$ cat config.mk
export PLATFORM = sky130hd
export DESIGN_NAME = four_button_debounce_events
export DESIGN_NICKNAME = d
export VERILOG_FILES = /design/src/hw/rtl/fbd_pkg.sv /design/src/hw/rtl/fbd_button.sv /design/src/hw/rtl/fbd_event.sv /design/src/hw/rtl/four_button_debounce_events.sv
export VERILOG_INCLUDE_DIRS = /design/src /design/src/hw/rtl
export SDC_FILE = /design/constraint.sdc
export NUM_CORES = 1
export LEC_CHECK = 0
export BUFFER_PORTS_ARGS = -buffer_cell sky130_fd_sc_hd__buf_4
export CORE_MARGIN = 1.5
export CORE_UTILIZATION = 50
export DETAILED_ROUTE_END_ITERATION = 6
export MAX_ROUTING_LAYER = met4
export PLACE_DENSITY = 0.73
export SYNTH_ARGS = -nofsm -noshare
export SYNTH_HDL_FRONTEND = slang
export SYNTH_SLANG_ARGS = --single-unit
$ cat constraint.sdc
create_clock -name clk -period 19.6 [get_ports clk]
set_input_delay 3.92 -clock clk [delete_from_list [all_inputs] [get_ports clk]]
set_output_delay 3.92 -clock clk [all_outputs]
set_load 0.01 [all_outputs]
$ cat src/hw/rtl/assert_macros.svh
// Assertion helpers shared by the RTL files.
`ifndef ASSERT_MACROS_SVH
`define ASSERT_MACROS_SVH

`ifndef SYNTHESIS

// The property must hold at every rising clock edge outside reset.
`define FBD_ASSERT(lbl, clk, rst_n, prop) \
    lbl: assert property (@(posedge clk) disable iff (!rst_n) (prop)) \
        else $error("fbd assertion failed");

// The condition must never be true outside reset.
`define FBD_NEVER(lbl, clk, rst_n, cond) \
    lbl: assert property (@(posedge clk) disable iff (!rst_n) !(cond)) \
        else $error("fbd forbidden condition seen");

`else

`define FBD_ASSERT(lbl, clk, rst_n, prop)
`define FBD_NEVER(lbl, clk, rst_n, cond)

`endif

`endif

$ cat src/hw/rtl/fbd_pkg.sv
package fbd_pkg;

    localparam int COUNT_WIDTH_DEF = 16;
    localparam int CFG_DATA_W      = 16;
    localparam int CFG_IDX_W       = 3;
    localparam int BTN_NUM         = 4;
    localparam int REP_NUM         = 2;

    // Button positions.
    localparam int BTN_UP     = 0;
    localparam int BTN_DOWN   = 1;
    localparam int BTN_SELECT = 2;
    localparam int BTN_BACK   = 3;

    localparam logic [15:0] DEBOUNCE_RST     = 16'd30;
    localparam logic [15:0] REPEAT_DELAY_RST = 16'd500;
    localparam logic [15:0] REPEAT_PERIOD_RST = 16'd150;
    localparam logic [15:0] RESET_HOLD_RST   = 16'd3000;
    localparam logic [3:0]  BUTTON_MASK_RST  = 4'd0;

    typedef enum logic [CFG_IDX_W-1:0] {
        CFG_DEBOUNCE      = 3'd0,
        CFG_REPEAT_DELAY  = 3'd1,
        CFG_REPEAT_PERIOD = 3'd2,
        CFG_RESET_HOLD    = 3'd3,
        CFG_BUTTON_MASK   = 3'd4
    } cfg_index_t;

    typedef enum logic [2:0] {
        EV_NONE        = 3'd0,
        EV_UP_PRESS    = 3'd1,
        EV_DOWN_PRESS  = 3'd2,
        EV_SEL_PRESS   = 3'd3,
        EV_BACK_PRESS  = 3'd4,
        EV_UP_REPEAT   = 3'd5,
        EV_DOWN_REPEAT = 3'd6,
        EV_RESET       = 3'd7
    } event_code_t;

    typedef struct packed {
        logic raw_up;
        logic raw_down;
        logic raw_select;
        logic raw_back;
    } fbd_in_t;

    typedef struct packed {
        logic [2:0] event_code;
        logic       combo_held;
    } fbd_out_t;

    typedef struct packed {
        logic [15:0] debounce_ticks;
        logic [15:0] repeat_delay_ticks;
        logic [15:0] repeat_period_ticks;
        logic [15:0] reset_hold_ticks;
    } fbd_cfg_t;

    // Per-button view of the state after this tick's debounce step.
    typedef struct packed {
        logic pressed;
        logic pending;
        logic repeat_due;
        logic hold_met;
    } fbd_btn_stat_t;

    // Consumption of a button's pending press or repeat by the event picker.
    typedef struct packed {
        logic pending_clr;
        logic repeat_clr;
    } fbd_btn_ctl_t;

endpackage

$ cat src/hw/rtl/fbd_button.sv
`include "assert_macros.svh"

module fbd_button #(
    parameter int COUNT_WIDTH = fbd_pkg::COUNT_WIDTH_DEF,
    parameter bit HAS_REPEAT  = 1'b1
) (
    input  logic                  clk,
    input  logic                  rst_n,
    input  logic                  en,
    input  logic                  raw,
    input  fbd_pkg::fbd_cfg_t     cfg,
    input  fbd_pkg::fbd_btn_ctl_t ctl,
    output fbd_pkg::fbd_btn_stat_t stat
);
    import fbd_pkg::*;

    localparam int CMP_W = (COUNT_WIDTH > 16) ? COUNT_WIDTH : 16;

    logic                   stable_reg, stable_next;
    logic                   last_raw_reg, last_raw_next;
    logic [COUNT_WIDTH-1:0] steady_reg, steady_next;
    logic [COUNT_WIDTH-1:0] held_reg, held_next;
    logic                   pending_reg, pending_next;
    logic [COUNT_WIDTH-1:0] rep_cur;
    logic [COUNT_WIDTH-1:0] rep_step;
    logic                   accept_lvl;
    logic                   delay_met;
    logic                   period_met;

    always_comb
    begin
        held_next     = held_reg;
        rep_step      = rep_cur;
        last_raw_next = last_raw_reg;
        stable_next   = stable_reg;
        pending_next  = pending_reg;

        if (!stable_reg)
        begin
            held_next = (held_reg == '1) ? held_reg : held_reg + 1'b1;
            rep_step  = (rep_cur == '1) ? rep_cur : rep_cur + 1'b1;
        end

        if (raw != last_raw_reg)
        begin
            last_raw_next = raw;
            steady_next   = '0;
        end
        else
        begin
            steady_next = (steady_reg == '1) ? steady_reg : steady_reg + 1'b1;
        end

        accept_lvl = (raw != stable_reg) &&
                     (CMP_W'(steady_next) >= CMP_W'(cfg.debounce_ticks));
        if (accept_lvl)
        begin
            stable_next  = raw;
            held_next    = '0;
            rep_step     = '0;
            pending_next = ~raw;
        end

        delay_met  = CMP_W'(held_next) >= CMP_W'(cfg.repeat_delay_ticks);
        period_met = CMP_W'(rep_step) >= CMP_W'(cfg.repeat_period_ticks);

        stat.pressed    = ~stable_next;
        stat.pending    = pending_next;
        stat.repeat_due = HAS_REPEAT && ~stable_next && delay_met && period_met;
        stat.hold_met   = CMP_W'(held_next) >= CMP_W'(cfg.reset_hold_ticks);
    end

    generate
        if (HAS_REPEAT)
        begin : g_rep
            logic [COUNT_WIDTH-1:0] repeat_reg;

            always_ff @(posedge clk or negedge rst_n)
            begin
                if (!rst_n)
                begin
                    repeat_reg <= '0;
                end
                else if (en)
                begin
                    repeat_reg <= ctl.repeat_clr ? '0 : rep_step;
                end
            end

            assign rep_cur = repeat_reg;
        end
        else
        begin : g_norep
            assign rep_cur = '0;
        end
    endgenerate

    always_ff @(posedge clk or negedge rst_n)
    begin
        if (!rst_n)
        begin
            stable_reg   <= 1'b1;
            last_raw_reg <= 1'b1;
            steady_reg   <= '0;
            held_reg     <= '0;
            pending_reg  <= 1'b0;
        end
        else if (en)
        begin
            stable_reg   <= stable_next;
            last_raw_reg <= last_raw_next;
            steady_reg   <= steady_next;
            held_reg     <= held_next;
            pending_reg  <= pending_next & ~ctl.pending_clr;
        end
    end

    // A pending press only exists while the button is stably pressed.
    `FBD_ASSERT(a_pend_pressed, clk, rst_n, pending_reg |-> !stable_reg)
    // The picker never consumes a press that is not there.
    `FBD_NEVER(a_clr_idle, clk, rst_n, en && ctl.pending_clr && !pending_next)
    // A level change is always followed by a cleared steady count.
    `FBD_ASSERT(a_steady_clr, clk, rst_n,
        (en && raw != last_raw_reg) |=> (steady_reg == '0))

endmodule

$ cat src/hw/rtl/fbd_event.sv
`include "assert_macros.svh"

module fbd_event (
    input  logic                   clk,
    input  logic                   rst_n,
    input  logic                   en,
    input  fbd_pkg::fbd_btn_stat_t stat [fbd_pkg::BTN_NUM],
    output fbd_pkg::fbd_btn_ctl_t  ctl  [fbd_pkg::BTN_NUM],
    output fbd_pkg::fbd_out_t      result
);
    import fbd_pkg::*;

    logic        fired_reg, fired_next;
    logic        reported_reg, reported_next;
    logic        combo;
    event_code_t code;

    always_comb
    begin
        for (int i = 0; i < BTN_NUM; i++)
        begin
            ctl[i] = '0;
        end
        code  = EV_NONE;
        combo = stat[BTN_SELECT].pressed && stat[BTN_BACK].pressed;

        // Both held counts past the limit is the same as their minimum past it.
        if (combo)
        begin
            fired_next    = fired_reg ||
                            (stat[BTN_SELECT].hold_met && stat[BTN_BACK].hold_met);
            reported_next = reported_reg;
        end
        else
        begin
            fired_next    = 1'b0;
            reported_next = 1'b0;
        end

        if (fired_next && !reported_next)
        begin
            reported_next = 1'b1;
            code          = EV_RESET;
        end
        else if (stat[BTN_UP].pending)
        begin
            ctl[BTN_UP].pending_clr = 1'b1;
            code = EV_UP_PRESS;
        end
        else if (stat[BTN_DOWN].pending)
        begin
            ctl[BTN_DOWN].pending_clr = 1'b1;
            code = EV_DOWN_PRESS;
        end
        else if (stat[BTN_SELECT].pending)
        begin
            ctl[BTN_SELECT].pending_clr = 1'b1;
            code = EV_SEL_PRESS;
        end
        else if (stat[BTN_BACK].pending)
        begin
            ctl[BTN_BACK].pending_clr = 1'b1;
            code = EV_BACK_PRESS;
        end
        else if (stat[BTN_UP].repeat_due)
        begin
            ctl[BTN_UP].repeat_clr = 1'b1;
            code = EV_UP_REPEAT;
        end
        else if (stat[BTN_DOWN].repeat_due)
        begin
            ctl[BTN_DOWN].repeat_clr = 1'b1;
            code = EV_DOWN_REPEAT;
        end

        result.event_code = code;
        result.combo_held = combo;
    end

    always_ff @(posedge clk or negedge rst_n)
    begin
        if (!rst_n)
        begin
            fired_reg    <= 1'b0;
            reported_reg <= 1'b0;
        end
        else if (en)
        begin
            fired_reg    <= fired_next;
            reported_reg <= reported_next;
        end
    end

    // At most one press or repeat is consumed per tick.
    `FBD_ASSERT(a_one_clr, clk, rst_n,
        $onehot0({ctl[0], ctl[1], ctl[2], ctl[3]}))
    // A reset request consumes nothing else.
    `FBD_NEVER(a_reset_alone, clk, rst_n,
        (code == EV_RESET) && ({ctl[0], ctl[1], ctl[2], ctl[3]} != '0))
    // The request is only ever reported after the hold was reached.
    `FBD_ASSERT(a_rep_fired, clk, rst_n, reported_reg |-> fired_reg)

endmodule

$ cat src/hw/rtl/four_button_debounce_events.sv
// Channel   Direction  Handshake                  Payload
// in        input      in_valid / in_ready         in_data (fbd_in_t), one tick
// out       output     out_valid / out_ready       out_data (fbd_out_t)
// cfg       input      cfg_we, cfg_index           cfg_wdata, no wait state
//
// One tick is taken per cycle while the result register is not stalled; its
// result passes from the input register into the result register.
// The tick sits in an input register, the debounce and event update is
// combinational from there into the result register.
// A stalled result register stops the input register, then in_ready drops.
// Reset releases all buttons and loads the configuration defaults.
`include "assert_macros.svh"

module four_button_debounce_events #(
    parameter int COUNT_WIDTH = fbd_pkg::COUNT_WIDTH_DEF
) (
    input  logic                              clk,
    input  logic                              rst_n,
    input  logic                              in_valid,
    output logic                              in_ready,
    input  fbd_pkg::fbd_in_t                  in_data,
    output logic                              out_valid,
    input  logic                              out_ready,
    output fbd_pkg::fbd_out_t                 out_data,
    input  logic                              cfg_we,
    input  logic [fbd_pkg::CFG_IDX_W-1:0]     cfg_index,
    input  logic [fbd_pkg::CFG_DATA_W-1:0]    cfg_wdata
);
    import fbd_pkg::*;

    fbd_cfg_t      cfg_reg;
    logic [3:0]    mask_reg;
    logic          s1_valid_reg;
    fbd_in_t       s1_data_reg;
    logic          out_valid_reg;
    fbd_out_t      out_data_reg;
    logic          advance;
    logic [BTN_NUM-1:0] raw_in;
    logic [BTN_NUM-1:0] raw_eff;
    fbd_btn_stat_t stat [BTN_NUM];
    fbd_btn_ctl_t  ctl  [BTN_NUM];
    fbd_out_t      result;

    always_ff @(posedge clk or negedge rst_n)
    begin
        if (!rst_n)
        begin
            cfg_reg.debounce_ticks      <= DEBOUNCE_RST;
            cfg_reg.repeat_delay_ticks  <= REPEAT_DELAY_RST;
            cfg_reg.repeat_period_ticks <= REPEAT_PERIOD_RST;
            cfg_reg.reset_hold_ticks    <= RESET_HOLD_RST;
            mask_reg                    <= BUTTON_MASK_RST;
        end
        else if (cfg_we)
        begin
            case (cfg_index)
                CFG_DEBOUNCE:      cfg_reg.debounce_ticks      <= cfg_wdata;
                CFG_REPEAT_DELAY:  cfg_reg.repeat_delay_ticks  <= cfg_wdata;
                CFG_REPEAT_PERIOD: cfg_reg.repeat_period_ticks <= cfg_wdata;
                CFG_RESET_HOLD:    cfg_reg.reset_hold_ticks    <= cfg_wdata;
                CFG_BUTTON_MASK:   mask_reg                    <= cfg_wdata[3:0];
                default: ;
            endcase
        end
    end

    assign advance  = s1_valid_reg && (!out_valid_reg || out_ready);
    assign in_ready = !s1_valid_reg || advance;

    always_ff @(posedge clk or negedge rst_n)
    begin
        if (!rst_n)
        begin
            s1_valid_reg  <= 1'b0;
            out_valid_reg <= 1'b0;
        end
        else
        begin
            if (in_ready)
            begin
                s1_valid_reg <= in_valid;
            end
            if (advance)
            begin
                out_valid_reg <= 1'b1;
            end
            else if (out_ready)
            begin
                out_valid_reg <= 1'b0;
            end
        end
    end

    always_ff @(posedge clk)
    begin
        if (in_valid && in_ready)
        begin
            s1_data_reg <= in_data;
        end
        if (advance)
        begin
            out_data_reg <= result;
        end
    end

    assign raw_in[BTN_UP]     = s1_data_reg.raw_up;
    assign raw_in[BTN_DOWN]   = s1_data_reg.raw_down;
    assign raw_in[BTN_SELECT] = s1_data_reg.raw_select;
    assign raw_in[BTN_BACK]   = s1_data_reg.raw_back;
    // An unassigned button reads as released.
    assign raw_eff = raw_in | ~mask_reg;

    generate
        for (genvar i = 0; i < BTN_NUM; i++)
        begin : g_btn
            fbd_button #(
                .COUNT_WIDTH (COUNT_WIDTH),
                .HAS_REPEAT  (i < REP_NUM)
            ) u_button (
                .clk   (clk),
                .rst_n (rst_n),
                .en    (advance),
                .raw   (raw_eff[i]),
                .cfg   (cfg_reg),
                .ctl   (ctl[i]),
                .stat  (stat[i])
            );
        end
    endgenerate

    fbd_event u_event (
        .clk    (clk),
        .rst_n  (rst_n),
        .en     (advance),
        .stat   (stat),
        .ctl    (ctl),
        .result (result)
    );

    assign out_valid = out_valid_reg;
    assign out_data  = out_data_reg;

    // Every tick that leaves the input register lands in the result register.
    `FBD_ASSERT(a_adv_out, clk, rst_n, advance |=> out_valid_reg)
    // A reset request is only reported while the combination is held.
    `FBD_NEVER(a_reset_combo, clk, rst_n,
        out_valid_reg && (out_data_reg.event_code == EV_RESET) && !out_data_reg.combo_held)
    // An empty input register always takes a new tick.
    `FBD_ASSERT(a_empty_ready, clk, rst_n, !s1_valid_reg |-> in_ready)

endmodule

==> summary.md <==
| Metric | Value |
|---|---|
| Outcome | finished clean |
| Syn Inst Count | 2,097 |
| Cts bufs inserted | 30 |
| Post-synth top flop | dfrtp_1 |
| Clk_skew | 20.7 ps |
| Top cell type's share of synthesized area | 30.3% |
| Final Hold Vio Count | 0 |
| Measured slew at the worst slew-check pin | 1020 ps |
| DRC | 0 |
| Worst EP arrival | 4390 ps |
| Setup violators final | 0 |
| Core area | 0.0347 sq mm |
| Required @ worst endpoint | 15,680 ps |
| Clock Tree Buf Depth | 3 |
| Setup slack after layout | 11,290 ps |
| WHS Endpoint | g_btn[1].u_button.last_raw_reg$_DFFE_PN1P_ |
| PD cells | 89.3 mW/mm^2 |
| TritonCTS sink count | 252 |
| Setup Crit Path Kind | in -> out |
| Sequential fraction of the synthesis area | 36.0% |
| GRT Total Usage | 26.2% |
| IO Count | 34 |
| Area Overhead vs Synth | 9.29% |
| Yosys top cell by area | dfrtp_1 |
| Share of cells above drive strength 1 | 8.73% |
| Vias per cell | 5.91 |
| Vias in the first global route | 14,700 |
| Initial Util | 51.1% |
| Max-slew violations | 0 |
| # fillers | 3,084 |
| Port bufs | 33 |
| Post-CTS setup buffers | 0 |
| F_max | 120 MHz |
| Die width | 191 microns |
| DP HPWL | 31,900 microns |
| Final Wtd Congestion | 0.855 |
| Synthesized Nets | 2,295 |
| WL/cell | 17.8 microns |
| Clock period minus worst slack | 8310 ps |
| DRT iter0 DRCs | 989 |
| Post-CTS Hold Fix Bufs | 0 |
| Area of the die | 0.0366 sq mm |
| Slew margin rel. | 31.2% |
| Max VDD drop | 0.0766 mV |
| R2r setup slk | 12,310 ps |
| Non-filler cells, final | 2,576 |
| Post-synth cell types | 78 |
| Reg2reg end | g_btn[1].u_button.g_rep.repeat_reg[1]$_DFFE_PN0P_ |
| Area contributors post-synth | dfrtp_1 (30%), ha_1 (12%), nand2_1 (8.1%) |
| RSZ-0062 raised after global routing | false |
| Post-Route WL | 45,900 microns |
| Final setup TNS | 0 ps |
| H-tree Lvls | 1 |
| Crit Reg-Reg Startpoint | g_btn[0].u_button.steady_reg[3]$_DFFE_PN0P_ |
| CP Capture Type | output pin |
| Antenna Nets Post-Route | 0 |
| Multi-input gate area | 0.0107 sq mm |
| Antenna violations before repair | 1 |
| Leak pwr | 8.85 nW |
| Height of the die | 191 microns |
| Max_cap viols | 0 |
| Resize count post-CTS | 0 |
| Cell count after placement | 2,519 |
| Crit-path max FO | 3 |
| Hold-critical path depth | 2 |
| Mean Syn Cell Area | 8.46 sq um |
| Clk Latency, worst-skew pair | 590 ps |
| EDFF count, synth | 8 |
| First-pass GRT wire length | 74,900 microns |
| Synth warn | 0 |
| Number of cell rows | 68 |
| Reg area | 0.00638 sq mm |
| Setup Slack @ Placement | 11,300 ps |
| Root Buffer | clkbuf_16 |
| Origin of the worst min-delay path | g_btn[1].u_button.last_raw_reg$_DFFE_PN1P_ |
| Pwr Total | 1.73 mW |
| GRT Residual Overflow | 0 |
| CTS tree | done |
| Vias | 15,200 |
| Pin count of the biggest net entering global routing | 117 |
| Most frequent cells after synthesis | nand2_1 (382), dfrtp_1 (215), nor2_1 (185) |
| Min-delay worst type | reg -> reg |
| Synthesis-stage register bit count | 252 |
| Mapped Area | 0.0177 sq mm |
| Clock Pin Slew Worst Setup and Hold Paths | 60 ps |
| DRT Pass-1 Iters | 5 |
| Reg2Reg Depth | 26 |
| Final Net Count | 2,294 |
| Fin crit share | 42.4% |
| WHS | 494 ps |
| Most frequent cell after synthesis | nand2_1 |
| CP startpoint kind | input pin |
| Async set-reset flop share out of synthesis | 96.8% |
==> cell families (layout without fill, tap and decap cells) <==
group	count (synthesis)	count (layout)	synth area share, %
buf+inv	172	195	3.73
xor+xnor	119	119	5.88
compound gates	442	442	16.2
flops	252	252	36.0
mux	43	43	2.62
other cells	0	1	0
simple gates	899	899	23.6
fa+ha+maj	170	170	12.0
==> critical path, stage by stage <==
cell and delay (ps):
buf_4 110, nand3b_1 190, buf_4 170
==> cell type report <==
type,count,share of cell area [%]
Multi-Input combinational cell,1673,55.3
Sequential cell,252,32.9
Clock buffer,42,4.21
Tap cell,455,2.94
Timing Repair Buffer,50,1.98
Inverter,89,1.73
Clock inverter,14,0.884
Antenna cell,1,0.0129
==> report_power, final <==
part	internal, mW	switching, mW	total [mW]
clock	0.330	0.238	0.568
sequential	0.602	0.0706	0.673
combinational	0.190	0.300	0.490
total	1.12	0.609	1.73
==> placed cells by master (no fill, tap or decap), types with 9 or more instances in the layout <==
| cell type | instances |
|---|---|
| nand2b_1 | 32 |
| o21ai_0 | 155 |
| a22o_1 | 22 |
| nand3_1 | 62 |
| mux2_2 | 27 |
| dfrtp_1 | 215 |
| inv_1 | 88 |
| xnor2_1 | 54 |
| nand3b_1 | 9 |
| nor2b_1 | 13 |
| nor3_1 | 54 |
| a21o_1 | 20 |
| clkbuf_16 | 30 |
| and2_1 | 16 |
| ha_1 | 170 |
| nor4_1 | 15 |
| clkbuf_1 | 10 |
| dfstp_2 | 29 |
| nand4_1 | 55 |
| and4_1 | 18 |
| mux2i_1 | 16 |
| o21ai_2 | 10 |
| o21a_1 | 13 |
| a31oi_1 | 12 |
| buf_4 | 49 |
| xor2_1 | 65 |
| o31ai_1 | 53 |
| a21oi_1 | 74 |
| nor2_1 | 183 |
| nand2_1 | 381 |
| a211oi_1 | 13 |
| o211ai_1 | 12 |
| and3_1 | 25 |
==> layer usage <==
metal	routed length, microns	up-vias	GRT usage (%)
met5	0	-	-
met2	21300	384	41.6
met3	2360	102	3.51
li1	-	7448	-
met4	1850	0	9.98
met1	20400	7283	34.1
==> per-stage QoR <==
step / util, % / instance area, sq um
2_1_floorplan: - / 17700
3_3_place_gp: 53.0 / 18400
3_5_place_dp: 53.0 / 18400
4_1_cts: 55.8 / 19400
5_1_grt: 55.8 / 19400
6_report: 55.8 / 19400
==> worst max-delay path by stage <==
stage / slack (ps) / from / cells past startpoint / end
floorplan: 11550 / out_ready / 1 / in_ready
global placement: 11310 / out_ready / 3 / in_ready
detailed placement: 11300 / out_ready / 3 / in_ready
CTS: 11290 / out_ready / 3 / in_ready
global route: 11260 / out_ready / 3 / in_ready
finish: 11290 / out_ready / 3 / in_ready
Power figures use the tool's default switching activity.
